### src/rtl/mwpf_pkg.sv
// Package: shared constants and types of the pseudoforest engine.
`default_nettype none
package mwpf_pkg;
    localparam int MAX_NODES = 1024;
    localparam int IDX_W     = $clog2(MAX_NODES);
    localparam int CNT_W     = IDX_W + 1;
    localparam int WEIGHT_W  = 32;
    localparam int TOTAL_W   = 42;
    localparam logic [CNT_W-1:0] NODE_LIMIT = CNT_W'(MAX_NODES);
    localparam logic OP_CLEAR = 1'b0;
    localparam logic OP_EDGE  = 1'b1;

    typedef struct packed {
        logic                op;
        logic [IDX_W-1:0]    a;
        logic [IDX_W-1:0]    b;
        logic [WEIGHT_W-1:0] w;
        logic                ord_err;
        logic                rng_err;
    } t_item;

    typedef struct packed {
        logic [IDX_W-1:0] link;
        logic [CNT_W-1:0] nodes;
        logic [CNT_W-1:0] edges;
    } t_node;
endpackage
`default_nettype wire

### src/rtl/mwpf_queue.sv
// Two-entry queue between front end and union-find engine.
`default_nettype none
module mwpf_queue (
    input  wire             i_clk,
    input  wire             i_rst_n,
    input  wire             i_push,
    input  mwpf_pkg::t_item i_item,
    input  wire             i_pop,
    output mwpf_pkg::t_item o_item,
    output logic            o_full,
    output logic            o_empty
);
    mwpf_pkg::t_item r_mem [2];
    logic            r_wp;
    logic            r_rp;
    logic [1:0]      r_cnt;

    assign o_item  = r_mem[r_rp];
    assign o_full  = (r_cnt == 2'd2);
    assign o_empty = (r_cnt == 2'd0);

    always_ff @(posedge i_clk) begin
        if (i_push) begin
            r_mem[r_wp] <= i_item;
        end
        if (!i_rst_n) begin
            r_wp  <= 1'b0;
            r_rp  <= 1'b0;
            r_cnt <= 2'd0;
        end else begin
            if (i_push) begin
                r_wp <= ~r_wp;
            end
            if (i_pop) begin
                r_rp <= ~r_rp;
            end
            r_cnt <= r_cnt + {1'b0, i_push} - {1'b0, i_pop};
        end
    end
endmodule
`default_nettype wire

### config.mk
export PLATFORM = sky130hd
export DESIGN_NAME = mwpf_queue
export DESIGN_NICKNAME = d
export VERILOG_FILES = /design/src/rtl/mwpf_pkg.sv /design/src/rtl/mwpf_queue.sv
export SDC_FILE = /design/constraint.sdc
export NUM_CORES = 1
export LEC_CHECK = 0
export ABC_AREA = 1
export BUFFER_PORTS_ARGS = -buffer_cell sky130_fd_sc_hd__buf_2
export CORE_MARGIN = 2
export CORE_UTILIZATION = 45
export DETAILED_ROUTE_END_ITERATION = 16
export PLACE_DENSITY = 0.7
export SLEW_MARGIN = 20
export SYNTH_ARGS = -nofsm -noshare
export SYNTH_HDL_FRONTEND = slang
export SYNTH_SLANG_ARGS = --single-unit
### constraint.sdc
create_clock -name i_clk -period 4.85 [get_ports i_clk]
set_input_delay 1.2125 -clock i_clk [delete_from_list [all_inputs] [get_ports i_clk]]
set_output_delay 1.2125 -clock i_clk [all_outputs]
set_load 0.005 [all_outputs]
# Word level (Yosys, flattened, before mapping)
# Memories as Yosys holds them, arrays and structs flattened. A register that Yosys moved wholly into a read port is not among the register bits.
# Index checks and enable logic that the tools add are counted.
# classes
add_sub_neg,2
n_mul,0
div,0
n_lt_le_gt_ge,0
eq_ne,1
n_shift,0
muxes,4
bitwise,2
n_reduce_logical,1
# ops
cell,n
$mux 1,4
$add 2x1->2,1
$eq 2x2->1 const B,1
$logic_not 2->1,1
$not 1->1,2
$sub 2x1->2,1
# totals
regBits,4
latch_bits,0
mem_bits_rw,110
rom_bits,0
word_cells,14
memories,1
# mem_list
name,depth,word_bits,rd,rd_ports_with_merged_regs,write_ports,line_no,source
r_mem,2,55,1,1,1,mwpf_queue.sv:13,mwpf_pkg::t_item r_mem [2];

# Logic depth before layout (Yosys ltp)
# logic_depth
word_depth,3
depth_mapped,9
depth_no_buf,9

# Worst setup path before layout
# Ideal clock, no wire load.
# synth_path
path_kind,input to register
start,input port i_push
end,memory r_mem[0][0] in the netlist's numbering (enable)
setup_time_ps,469
t_arrival_ps,3561
path_slack_ps,820
path_stages,2
path_buffers,0
cell_sequence,inv_1 nor2_1
# synth_via
elab_chain_cells,2
# synth_lines
element,line_no,source
"start, declared",mwpf_queue.sv:6,"input wire i_push,"
$mux 1,mwpf_queue.sv:23,if (i_push) begin
$mux 1 (not written as such),mwpf_queue.sv:24,r_mem[r_wp] <= i_item;
"end, declared",mwpf_queue.sv:13,
# Every way passes these cells.

==> reports/results.tsv <==
metric	value	unit
status	complete, no violations	
initial antenna violation count	0	
CTS Hold Bufs	0	
synth warn	0	
core area	9680	sq um
htree depth	4	
adder-cell area share of the yosys netlist	0.563	%
Max Freq	0.306	GHz
hold_ws	506	ps
average wire per standard cell	15.2	um
Worst slew margin	33.0	%
via count	2203	
Skew-Pair Late Insertion Delay	480	ps
area of the die	10700	sq um
number of instances in the placed design	448	
Iteration-0 DRC Markers	97	
HPWL after DPL	4.71	mm
clk sink count	115	
Worst Skew	5.67	ps
Leakage	2.31	nW
P&R area growth vs syn	27.9	%
critical path data required time	3640	ps
largest net degree at the start of global routing	56	
reg2reg setup slack	3010	ps
Worst-Margin Slew	1000	ps
Tmin final	3270	ps
TritonCTS clock tree	built	
Netlist cell types	12	
Synth top area share	74.3	%
Final Max Tran Viols	0	
post-synthesis mux area share	18.1	%
CP Cell Sequence	mux2_2 -> buf_2	
main combinational cell family by area after synthesis	multiplexers	
syn_nets	265	
Critical Path Fanout Max	55	
Detail Route Antenna Nets	0	
CP endpoint kind	output port	
number of max-cap violations	0	
final wirelength	7.26	mm
RSZ-0062 raised after global routing	no	
Clock Tree Root	clkbuf_8	
Seq/Total Area, Yosys	76.5	%
Cell Area, Synth	4450	sq um
Die W	103	um
Post-Synthesis Cells	204	
nets	395	
crit path max-delay cell type	dfxtp_4	
grt ovf	0	
Final Instance Count excl. Fillers	479	
CTS Buf Count	17	
antenna fix cells	0	
Die Height	103	um
CP endpoint	o_item[3]	
io pins	116	
port bufs	115	
Startpoint Class	register	
Worst R2R Start	r_wp	
Max Buffers Root-to-Sink	2	
worst setup path category	register to output port	
post-synthesis xor/xnor area fraction	0	%
VDD IR-drop max	352	uV
routability cong.	0.650	
CP arrival	2060	ps
number of global-route vias before repair	2219	
Post-CTS Setup Inserts	0	
DR vias/cell	4.60	
Simple-Gate Fraction of Synth Area	1.55	%
Final Setup Violations	0	
Synth area leaders	edfxtp_1 (74%), mux2_4 (17%), buf_12 (2.3%)	
FF-to-FF End	r_mem[0][25]	
crit-path max cell delay	1020	ps
Total Neg Setup Slack	0	ps
Synth Area in Compound Gates	0.113	%
post-layout util	58.7	%
r2r worst-path depth	2	
GRT Total Usage	14.1	%
number of detailed-route iterations in the first pass	4	
Resized Gates After CTS	0	
starting density of the core	45.9	%
hold crit path type	register to register	
fill count	734	
Power Density	456	nW/um^2
# rows	36	
share of cells above drive strength 1	58.4	%
average size of a mapped cell	21.8	sq um
Reg clk slew, reported paths	50	ps
drc violations	0	
Synth area leader	edfxtp_1	
first-pass GRT wire length	10.7	mm
total chip power	2.60	mW
Final period util	67.4	%
Yosys reg bits	115	
final hold vios	0	
[cell usage in the layout (no fill, tap or decap), types with 5 or more instances in the layout]
cell and n:
edfxtp_1 110, mux2_4 50, nor2_1 8, mux2_2 5, inv_1 6, clkbuf_16 16, buf_2 115, nand2_1 8
[per-stage QoR]
step           area (sq um)  worst slack [ps]
2_1_floorplan          4450               820
3_3_place_gp           5100              1950
3_5_place_dp           5100              1920
4_1_cts                5690              1510
5_1_grt                5690              1450
6_report               5690              1580
[logic make-up after synthesis]
| logic type | Yosys count |
|---|---|
| mux | 55 |
| buf+inv | 13 |
| flops | 115 |
| compound gates | 1 |
| fa+ha+maj | 2 |
| simple gates | 18 |
[state kept, by name, indices dropped and copies added (netlist names), named ones only]
signal	count
r_wp	1
r_mem	110
r_rp	1
r_cnt	2
[report_power, final]
group	switching (mW)	leakage (nW)	total (mW)	internal (mW)
registers	0.0330	1.07	1.18	1.15
logic	0.0780	0.953	0.194	0.116
clock network	0.395	0.286	1.22	0.823
[synthesized netlist by cell type]
cell type  instances
nand3_1            1
ha_1               2
edfxtp_1         110
buf_6              1
mux2_4            50
buf_12             5
inv_1              7
dfxtp_1            5
nand2_1            8
nor2_1             9
a21oi_1            1
mux2_2             5
[area by class of cell]
| cell class | instances | area [sq um] | share of cell area [%] |
|---|---|---|---|
| flip-flops and latches | 115 | 3410 | 59.9 |
| multi-input cells | 76 | 913 | 16.1 |
| repair buffers | 117 | 591 | 10.4 |
| clock buffers | 19 | 422 | 7.41 |
| well taps | 133 | 166 | 2.93 |
| clock inverters | 12 | 164 | 2.88 |
| inverters | 7 | 26.3 | 0.462 |
[worst min path at each step]
stage | cells after the start | endpoint | from
after floorplan | 2 | register | r_rp
final | 2 | register | r_rp
after CTS | 2 | r_rp | r_rp
after global placement | 2 | r_rp | r_rp
after detailed placement | 2 | register | r_rp
after global routing | 2 | r_rp | r_rp
[worst max-delay path: cells and delay by family (launching register included)]
| family | cells | cell delay, ps |
|---|---|---|
| buffers and inverters | 1 | 120 |
| DFF | 1 | 1020 |
| muxes | 1 | 420 |
[routing by layer]
| metal | GRT usage, % | wire length (um) |
|---|---|---|
| met5 | 0 | 0 |
| met4 | 7.59 | 59 |
| met3 | 4.97 | 445 |
| met2 | 23.3 | 3940 |
| met1 | 16.2 | 2820 |
(Power assumes the default switching activity.)
