===== config.mk =====
export PLATFORM = sky130hd
export DESIGN_NAME = mwpf_front
export DESIGN_NICKNAME = d
export VERILOG_FILES = /design/src/rtl/mwpf_pkg.sv /design/src/rtl/mwpf_front.sv
export SDC_FILE = /design/constraint.sdc
export NUM_CORES = 1
export LEC_CHECK = 0
export ABC_AREA = 1
export BUFFER_PORTS_ARGS = -buffer_cell sky130_fd_sc_hd__buf_2
export CAP_MARGIN = 20
export CORE_UTILIZATION = 45
export DETAILED_ROUTE_END_ITERATION = 12
export GPL_TIMING_DRIVEN = 0
export PLACE_DENSITY = 0.82
export REMOVE_ABC_BUFFERS = 1
export SYNTH_ARGS = -nofsm -noshare
export SYNTH_HDL_FRONTEND = slang
export SYNTH_SLANG_ARGS = --single-unit

===== constraint.sdc =====
create_clock -name i_clk -period 1.9 [get_ports i_clk]
set_input_delay 0.19 -clock i_clk [delete_from_list [all_inputs] [get_ports i_clk]]
set_output_delay 0.19 -clock i_clk [all_outputs]
set_load 0.005 [all_outputs]

===== src/rtl/mwpf_pkg.sv =====
// Package: shared constants and types of the pseudoforest engine.
`default_nettype none
package mwpf_pkg;
    localparam int MAX_NODES = 1024;
    localparam int IDX_W     = $clog2(MAX_NODES);
    localparam int CNT_W     = IDX_W + 1;
    localparam int WEIGHT_W  = 32;
    localparam int TOTAL_W   = 42;
    localparam logic [CNT_W-1:0] NODE_LIMIT = CNT_W'(MAX_NODES);
    localparam logic OP_CLEAR = 1'b0;
    localparam logic OP_EDGE  = 1'b1;

    typedef struct packed {
        logic                op;
        logic [IDX_W-1:0]    a;
        logic [IDX_W-1:0]    b;
        logic [WEIGHT_W-1:0] w;
        logic                ord_err;
        logic                rng_err;
    } t_item;

    typedef struct packed {
        logic [IDX_W-1:0] link;
        logic [CNT_W-1:0] nodes;
        logic [CNT_W-1:0] edges;
    } t_node;
endpackage
`default_nettype wire


===== src/rtl/mwpf_front.sv =====
// Front end: node limit register, weight order and range classification.
`default_nettype none
module mwpf_front (
    input  wire                          i_clk,
    input  wire                          i_rst_n,
    input  wire                          i_cfg_we,
    input  wire [mwpf_pkg::CNT_W-1:0]    i_cfg_wdata,
    input  wire                          i_push,
    input  wire                          i_operation,
    input  wire [mwpf_pkg::IDX_W-1:0]    i_endpoint_a,
    input  wire [mwpf_pkg::IDX_W-1:0]    i_endpoint_b,
    input  wire [mwpf_pkg::WEIGHT_W-1:0] i_edge_weight,
    output mwpf_pkg::t_item              o_item
);
    logic [mwpf_pkg::CNT_W-1:0]    r_node_count;
    logic [mwpf_pkg::WEIGHT_W-1:0] r_prev;
    logic [mwpf_pkg::CNT_W-1:0]    limit;

    always_comb begin
        limit = (r_node_count > mwpf_pkg::NODE_LIMIT) ? mwpf_pkg::NODE_LIMIT : r_node_count;
        o_item.op      = i_operation;
        o_item.a       = i_endpoint_a;
        o_item.b       = i_endpoint_b;
        o_item.w       = i_edge_weight;
        o_item.ord_err = (i_operation == mwpf_pkg::OP_EDGE) && (i_edge_weight > r_prev);
        o_item.rng_err = (i_operation == mwpf_pkg::OP_EDGE) &&
                         (({1'b0, i_endpoint_a} >= limit) || ({1'b0, i_endpoint_b} >= limit));
    end

    always_ff @(posedge i_clk) begin
        if (!i_rst_n) begin
            r_node_count <= mwpf_pkg::NODE_LIMIT;
            r_prev       <= '1;
        end else begin
            if (i_cfg_we) begin
                r_node_count <= i_cfg_wdata;
            end
            if (i_push) begin
                r_prev <= (i_operation == mwpf_pkg::OP_EDGE) ? i_edge_weight : '1;
            end
        end
    end
endmodule
`default_nettype wire


=== Word level (Yosys, flattened, before mapping) ===
Cells that the tools add are included.
Widths: inputs -> output; s select.

* Eq/ne operators: 0
* Shifts and indexed selects: 0
* Bitwise gates (word level): 0
* Multiply operators: 0
* Muxes and demuxes: 2
* Magnitude comparators: 4
* Div/mod/pow operators: 0
* Add/subtract/negate cells: 0
* Reductions and logical operators: 3

{| class="wikitable"
|+ Operator list
! kind !! count
|-
| $gt 32x32->1 || 1
|-
| $mux 32 || 1
|-
| $ge 10x11->1 || 2
|-
| $gt 11x11->1 const B || 1
|-
| $mux 11 || 1
|-
| $logic_and 1x1->1 || 2
|-
| $logic_or 1x1->1 || 1
|}

* Memories: 0
* Bits in registers: 43
* Bits in read-only memories: 0
* Memory bits (writable): 0
* Bits in latches: 0
* Bits of input ports: 68
* Logic and storage cells: 11

=== Depth between registers and ports, before layout ===
Gate-level depths: netlist of the first run.

* Depth after elaboration: 5
* Gate-level depth with buffers: 13

=== Worst setup path before layout of the first run ===
Ideal clock, no wire load.

* Kind: reg2out
* Start: register r_node_count[4] (netlist bit)
* End: output port o_item[0] (netlist bit)
* Cell stages (with the launch flop): 13
* Path buffers: 0
* Arrival time: 1.747 ns
* Required time: 1.710 ns
* Path slack: -0.037 ns
* Cells stage by stage: dfxtp_1 > or2_0 > nor4_2 > a21oi_1 > inv_2 > nand2_1 > ha_1 > inv_1 > nor3_1 > nand3_1 > nand4_1 > nor2_1 > nor2_1

{| class="wikitable"
|+ RTL lines
! what !! line !! text
|-
| start: declaration || mwpf_front.sv:15 || <nowiki>logic [mwpf_pkg::CNT_W-1:0] r_node_count;</nowiki>
|-
| start signal: assignment || mwpf_front.sv:32 || <nowiki>r_node_count <= mwpf_pkg::NODE_LIMIT;</nowiki>
|-
| start signal: assignment || mwpf_front.sv:36 || <nowiki>r_node_count <= i_cfg_wdata;</nowiki>
|-
| end: declaration || mwpf_front.sv:13 || <nowiki>output mwpf_pkg::t_item o_item</nowiki>
|}

==> results.txt, run 1 <==
CP arrival: 2.49 ns
MaxCap Viol Count: 0
Max VDD drop: 0.0004144 V
setup_tns: -0.7817 ns
Leak: 2.126 nW
Die Y: 86.37 um
hold buffers post-CTS: 0
yosys warns: 0
Mapped Area: 0.003203 mm2
first-pass GRT wire length: 11630 um
CTS sink count: 43
Seq pwr share: 45.4%
Residual DRC: 0
initial DRC count: 122
worst setup margin: -0.7789 ns
# rows: 30
Post-DRT Antenna Nets: 0
Tmin final: 2.679 ns
root buffer cell: clkbuf_8
Reg2Reg Depth: 2
DP Worst Slack: -0.3065 ns
Vias: 2994
die area: 0.007459 mm2
Worst Setup SP: r_node_count[4]
final core occ: 57.29%
internal power: 0.001468 W
dominant cells by area after synthesis: dfxtp_1 27%, ha_1 20%, buf_4 12%
most common cell after layout, fill and taps aside: buf_2
worst r2r src: r_node_count[10]
Max clock buf depth: 2
Final Cell Area: 0.003914 mm2
Worst Hold Launch: i_cfg_wdata[9]
final-report max-slew violation count: 0
Yosys top cell area share: 26.88%
Worst Setup End Kind: primary output
top-level port count: 123
f_max: 0.3733 GHz
cell count after synthesis: 440
DR WL/cell: 12.04 um
logic gate share of total power: 26.7%
clock latency on the worst-skew pair: 0.29 ns
Worst Skew: 0 ns
initial antenna violation count: 0
Syn Area/Cell: 7.280 um2
H-tree depth: 2
Slew HR: 50.89%
final wirelength: 7274 um
worst r2r dst: r_node_count[10]
Die Width: 86.37 um
Slew @ Worst Pin: 0.7367 ns
layout cells sized above 1: 39.17%
register area share after synthesis: 26.88%
commonest cells after routing, fill and taps aside: 122 x buf_2, 85 x nand2_1, 43 x inv_1, 39 x ha_1, 32 x o22ai_1
CP startpoint kind: register
Final setup viols: 2
Pre-antenna DRT Iters: 5
Initial Util: 46.89%
Sw Pwr: 0.0006805 W
grt total ovfl: 0
WP data required: 1.71 ns
hold path cells: 3
fin crit share: 141.0%
worst hold path class: input port to register
Hold Violations, Final: 0
Layout area overhead: 22.19%
worst hold path endpoint: r_node_count[9]
pin count of the biggest net entering global routing: 44
Yosys reg bits: 43
clock buffer count from CTS: 5
post-synth top area cell: dfxtp_1
switching part of the total: 31.67%
vias in the first global route: 2765
total power per unit cell area: 549.0 mW/mm2
Routability Congestion: 0.8418
status: finished, violations left
ANT cells: 0
R2R Setup Slk: 1.07 ns
critical path type: register to primary output
Unique masters post-synth: 23
Placeable Area: 0.006832 mm2
Vias/cell: 4.957
Post-DP HPWL: 5349 um
port buffer count: 122
critical path fanouts, max: 2
Clock Pin Slew Worst Setup and Hold Paths: 0.09 ns
final layout net count: 627
Global Route Usage Sum: 19.53%
Fill cells: 657
Post-DP Area: 0.003476 mm2
failing checks: negative setup slack
RSZ-0062 raised after global routing: yes
Clock power frac: 27.9%
CTS tree: built
[how the worst max path moves through the flow]
| stage | to | slack (ns) | cells after the start |
|---|---|---|---|
| global route | o_item[0] | -0.92 | 13 |
| detailed placement | o_item[0] | -0.31 | 13 |
| CTS | o_item[0] | -0.60 | 13 |
| finish | o_item[0] | -0.78 | 13 |
| floorplan | o_item[0] | -0.04 | 12 |
| global placement | o_item[0] | -0.27 | 13 |
[synth_stat cells, drive strengths merged]
| library cell | number |
|---|---|
| nand3 | 4 |
| ha | 52 |
| inv | 50 |
| nand2 | 97 |
| o21ai | 16 |
| buf | 59 |
| nor4 | 1 |
| dfxtp | 43 |
| clkbuf | 8 |
| a21oi | 26 |
| a21o | 2 |
| o22ai | 32 |
| o21a | 2 |
| nor2 | 39 |
| a22oi | 1 |
| nand4 | 5 |
| or2 | 1 |
| o211ai | 1 |
| nor3 | 1 |
[critical path, stage by stage (launching register included)]
cell	delay, ns
dfxtp_2	0.33
or2_1	0.23
nor4_2	0.28
a21oi_2	0.13
buf_4	0.15
nor2_1	0.19
ha_1	0.28
nand2_1	0.07
nor2_1	0.05
nand4_1	0.09
nand4_1	0.11
nor2_1	0.13
nor2_1	0.05
buf_2	0.12
[area by class of cell]
cell class                      instances  area (um2)  share of cell area [%]
Clock buffer                            5       68.82                   1.758
Tap cell                               96       120.1                   3.069
Inverter                               50       190.2                   4.859
Multi-Input combinational cell        280        1962                   50.13
Timing Repair Buffer                  127       668.1                   17.07
Sequential cell                        43       880.8                   22.51
Clock inverter                          3       23.77                  0.6074
[power groups by stage]
stage,clock (W),sequential (W),combinational [W]
2_1_floorplan,0,0.000982,0.000238
3_3_place_gp,0,0.000988,0.000463
3_5_place_dp,0,0.000991,0.000483
4_1_cts,0.000615,0.000972,0.000514
5_1_grt,0.000664,0.000980,0.000650
6_report,0.000599,0.000975,0.000574
[kinds of logic (layout without fill, tap and decap cells)]
group / Yosys count / count (layout) / synth area share [%]
buffers and inverters: 117 / 185 / 20.16
and+or+nand+nor: 148 / 148 / 18.44
AOI/OAI and AO/OA: 80 / 80 / 14.22
adders and majority gates: 52 / 52 / 20.31
DFF: 43 / 43 / 26.88
[what timing repair did]
action                     CTS  global route
setup buffers                3             1
pin swaps                   16            14
gates resized for setup     27            44
setup endpoints to repair    2             2
[routing by layer]
metal / wire [um] / share of wire (%) / global-route usage [%] / up-vias
met1: 2967 / 41 / 21.21 / 1340
met4: 94 / 1.3 / 5.455 / 0
met2: 3818 / 52 / 38.53 / 108
met3: 393 / 5.4 / 3.238 / 11
li1: - / - / - / 1535
met5: 0 / 0 / 0 / -
[state kept, by name, summed over array words and instances, names as in the netlist]
signal and flops:
r_prev 32, r_node_count 11
[per-stage QoR]
stage,hold slack [ns],total power (W),std cells
after floorplan,0.2589,0.001220,373
after global placement,0.4131,0.001451,591
after detailed placement,0.4197,0.001473,591
after CTS,0.1078,0.002101,602
after global routing,0.1105,0.002295,604
final,0.1142,0.002149,604
(Power assumes the default switching activity.)
==> inputs of run 2 (changes only) <==
--- a/config.mk
+++ b/config.mk
@@ -8,6 +8,7 @@
 export ABC_AREA = 1
 export BUFFER_PORTS_ARGS = -buffer_cell sky130_fd_sc_hd__buf_2
 export CAP_MARGIN = 20
+export CORE_MARGIN = 4
 export CORE_UTILIZATION = 45
 export DETAILED_ROUTE_END_ITERATION = 12
 export GPL_TIMING_DRIVEN = 0
==> results.txt, run 2 (synthesized netlist as in run 1, its figures left out) <==
vias in the first global route: 2695
# rows: 30
Residual DRC: 0
Final Cell Area: 0.004006 mm2
Routability Congestion: 0.8370
Slew HR: 49.61%
DR WL/cell: 13.02 um
pin count of the biggest net entering global routing: 44
Fill cells: 630
Post-Place Cells: 591
Post-DRT Antenna Nets: 0
initial antenna violation count: 0
top-level port count: 123
Finished Layout Cells: 603
crit path buf inv count: 3
Placeable Area: 0.006869 mm2
Max VDD drop: 0.0003781 V
setup_tns: -0.7806 ns
first-pass GRT wire length: 11880 um
Vias/cell: 5.030
clock buffer count from CTS: 5
Worst Skew: 0 ns
CP arrival: 2.47 ns
die area: 0.008531 mm2
Hold Violations, Final: 0
Global Route Usage Sum: 16.95%
RSZ-0062 raised after global routing: yes
CP peak stage delay: 0.35 ns
CTS tree: built
CTS sink count: 43
ANT cells: 0
Max clock buf depth: 2
Clock Pin Slew Worst Setup and Hold Paths: 0.08 ns
fin crit share: 139.9%
largest registers: r_prev x32, r_node_count x11
commonest cells after routing, fill and taps aside: 122 x buf_2, 81 x nand2_1, 42 x inv_1, 36 x ha_1, 32 x o22ai_1
Initial Util: 46.63%
initial DRC count: 115
worst setup margin: -0.7576 ns
max FFs per register: 32
MaxCap Viol Count: 0
CP delay by family, top: simple AND/OR/NAND/NOR gates
CP startpoint kind: register
failing checks: negative setup slack
final wirelength: 7851 um
worst hold path class: input port to register
Final setup viols: 2
H-tree depth: 2
port buffer count: 122
most frequent CP cell: nor2_1
layout cells sized above 1: 41.42%
most common cell after layout, fill and taps aside: buf_2
root buffer cell: clkbuf_8
grt total ovfl: 0
f_max: 0.3763 GHz
Slowest cell on crit path: dfxtp_2
WP data required: 1.71 ns
Tmin final: 2.658 ns
total power per unit cell area: 541.1 mW/mm2
Post-DP HPWL: 5463 um
clock latency on the worst-skew pair: 0.29 ns
Vias: 3033
critical path fanouts, max: 7
Post-DP Area: 0.003476 mm2
Die Y: 92.37 um
Slew @ Worst Pin: 0.7559 ns
Die Width: 92.37 um
Biggest register: r_prev
Worst Setup End Kind: primary output
Layout area overhead: 25.08%
critical path type: register to primary output
worst-path cell chain: or2_1 > nor4_2 > a21oi_2 > clkinv_4 > nand2_4 > ha_4 > inv_2 > nor2_2 > a22oi_1 > nand4_1 > nor2_1 > nor2_1 > buf_2
Pre-antenna DRT Iters: 4
status: finished, violations left
final-report max-slew violation count: 0
DP Worst Slack: -0.3319 ns
final layout net count: 626
Leak: 2.155 nW
run 2: changes by cell type in the layout (fill, tap and decap cells not counted), moves of 4 or more:
| cell | change |
|---|---|
| a21oi_1 | -4 |
| a21oi_2 | +4 |
| nand2_1 | -4 |
| nand2_4 | +4 |
| nor2_4 | +4 |
run 2: routing by layer:
layer | GRT usage (%) | wire length, um
met5 | 0 | 0
met4 | 3.713 | 88
met3 | 3.249 | 507
met2 | 29.79 | 4058
met1 | 21.42 | 3197
run 2: cell type report:
cell class	instances	area (um2)	area share, %
Multi-Input combinational cell	280	2067	51.59
Sequential cell	43	880.8	21.99
Timing Repair Buffer	126	660.6	16.49
Inverter	50	192.7	4.810
Tap cell	96	120.1	2.998
Clock buffer	6	72.57	1.811
Clock inverter	2	12.51	0.3123
run 2: worst paths after layout:
check	from	to	slack [ns]	cells past startpoint
hold reg to reg	r_prev[7]	r_prev[7]	0.47	2
setup / recovery	r_node_count[5]	o_item[0]	-0.76	13
setup reg to reg	r_node_count[10]	r_node_count[10]	1.05	2
hold / removal	i_cfg_wdata[4]	r_node_count[4]	0.12	3
run 2: power breakdown:
part | internal [W] | switching, W | leakage (nW) | total, W
combinational | 0.000276 | 0.000342 | 1.77 | 0.000618
sequential | 0.000946 | 0.0000310 | 0.349 | 0.000977
clock | 0.000257 | 0.000315 | 0.0412 | 0.000573
run 2: timing repair:
item                                    CTS  global route
endpoints found under the setup margin    2             2
resized for setup                        24            70
setup buffers                             1             3
hold buffers                              0             0
pin swaps                                13            30
run 2: through the flow:
step	power (W)	hold WS [ns]	util, %
2_1_floorplan	0.001220	0.2589	-
3_3_place_gp	0.001456	0.4123	50.60
3_5_place_dp	0.001471	0.4170	50.60
4_1_cts	0.002070	0.1024	53.22
5_1_grt	0.002316	0.1124	58.32
6_report	0.002168	0.1168	58.32
run 2: worst register-to-register path: cells and delay by family (launching register included):
kind	cells	cell delay, ns
flip-flops	1	0.48
buffers and inverters	1	0.13
AO/OA/AOI/OAI	1	0.17
==> inputs of run 3 (changes only) <==
--- a/config.mk
+++ b/config.mk
@@ -8,7 +8,7 @@
 export ABC_AREA = 1
 export BUFFER_PORTS_ARGS = -buffer_cell sky130_fd_sc_hd__buf_2
 export CAP_MARGIN = 20
-export CORE_MARGIN = 4
+export CORE_MARGIN = 3
 export CORE_UTILIZATION = 45
 export DETAILED_ROUTE_END_ITERATION = 12
 export GPL_TIMING_DRIVEN = 0
==> results.txt, run 3 (synthesized netlist as in run 1, its figures left out) <==
Leak: 2.126 nW
final-report max-slew violation count: 0
Hold WS: 0.1139 ns
Worst Skew: 0 ns
CTS sink count: 43
Global Route Usage Sum: 17.58%
Hold Violations, Final: 0
Die Width: 90.37 um
Placeable Area: 0.006832 mm2
Pre-antenna DRT Iters: 4
top-level port count: 123
total power per unit cell area: 565.7 mW/mm2
DR WL/cell: 13.11 um
clock buffer count from CTS: 5
failing checks: negative setup slack
Post-DP HPWL: 5625 um
ANT cells: 0
Routability Congestion: 0.8625
Clock Pin Slew Worst Setup and Hold Paths: 0.08 ns
RSZ-0062 raised after global routing: yes
largest registers: r_prev x32, r_node_count x11
most common cell after layout, fill and taps aside: buf_2
final wirelength: 7892 um
Max VDD drop: 0.0003449 V
H-tree depth: 2
max FFs per register: 32
Worst Setup End Kind: primary output
critical path fanouts, max: 7
CP startpoint kind: register
# rows: 30
Pwr Total: 0.002305 W
Die Y: 90.37 um
Post-Place Cells: 591
Slew @ Worst Pin: 0.7415 ns
pin count of the biggest net entering global routing: 44
Biggest register: r_prev
Initial Util: 46.89%
commonest cells after routing, fill and taps aside: 122 x buf_2, 77 x nand2_1, 37 x inv_1, 32 x nor2_1, 32 x o22ai_1
status: finished, violations left
f_max: 0.3862 GHz
critical path type: register to primary output
Max clock buf depth: 2
Tmin final: 2.589 ns
CP arrival: 2.40 ns
Finished Layout Cells: 602
Layout area overhead: 27.23%
fin crit share: 136.3%
port buffer count: 122
clock latency on the worst-skew pair: 0.29 ns
MaxCap Viol Count: 0
Vias: 2993
root buffer cell: clkbuf_8
Final setup viols: 1
DP Worst Slack: -0.3340 ns
CTS tree: built
initial DRC count: 154
grt total ovfl: 0
first-pass GRT wire length: 12100 um
Residual DRC: 0
worst hold path class: input port to register
vias in the first global route: 2871
layout cells sized above 1: 44.86%
Slew HR: 50.57%
Post-DRT Antenna Nets: 0
Vias/cell: 4.972
WP data required: 1.71 ns
die area: 0.008166 mm2
final layout net count: 625
worst setup margin: -0.6890 ns
initial antenna violation count: 0
-- run 3: worst paths after layout --
check	start	endpoint	slack [ns]	cells after the start
worst max register to register	r_node_count[10]	r_node_count[10]	1.08	2
worst max-delay path	r_node_count[5]	o_item[0]	-0.69	13
worst min register to register	r_prev[13]	r_prev[13]	0.47	2
worst min-delay path	i_cfg_wdata[9]	r_node_count[9]	0.11	3
-- run 3: layout make-up --
| cell class | count | area (um2) |
|---|---|---|
| well taps | 96 | 120.1 |
| flip-flops and latches | 43 | 890.9 |
| clock inverters | 3 | 43.79 |
| repair buffers | 125 | 653.1 |
| inverters | 50 | 190.2 |
| clock buffers | 5 | 68.82 |
| multi-input cells | 280 | 2108 |
| fillers | 631 | 2756 |
-- run 3: metal layers --
layer | routed length (um) | part of all wire, % | up-vias | GRT usage, %
li1 | - | - | 1525 | -
met1 | 3243 | 41 | 1337 | 20.48
met2 | 4043 | 51 | 112 | 32.17
met3 | 439 | 5.6 | 19 | 3.500
met4 | 165 | 2.1 | 0 | 5.485
met5 | 0 | 0 | - | 0
-- run 3: timing repair --
action,4_1_cts,5_1_grt
hold buffers,0,0
gates resized for setup,30,74
hold endpoints to repair,0,0
setup buffers,0,2
endpoints found under the setup margin,2,2
pin swaps,16,28
-- run 3: power breakdown --
part           total (W)  leakage (nW)  internal, W  switching, W
registers       0.000979         0.345     0.000947     0.0000317
clock network   0.000716        0.0581     0.000391      0.000324
logic           0.000611          1.72     0.000275      0.000336
total            0.00231          2.13      0.00161      0.000692
-- run 3: critical path, cell delays in order, from the launching register on --
cell and delay, ns:
dfxtp_2 0.34, or2_1 0.23, nor4_2 0.24, a21oi_2 0.12, inv_4 0.15, nand2_2 0.09, ha_1 0.29, nand2_1 0.06
nor2_1 0.15, nand4_1 0.10, nand4_1 0.11, nor2_1 0.05, nor2_1 0.07, buf_2 0.11
-- run 3: through the flow --
stage | util, % | cell area, um2 | setup TNS [ns]
floorplan | - | 2745 | -0.03724
global placement | 50.88 | 3476 | -6.009
detailed placement | 50.88 | 3476 | -6.792
CTS | 54.03 | 3691 | -0.6748
global route | 59.65 | 4075 | -1.039
finish | 59.65 | 4075 | -0.6890
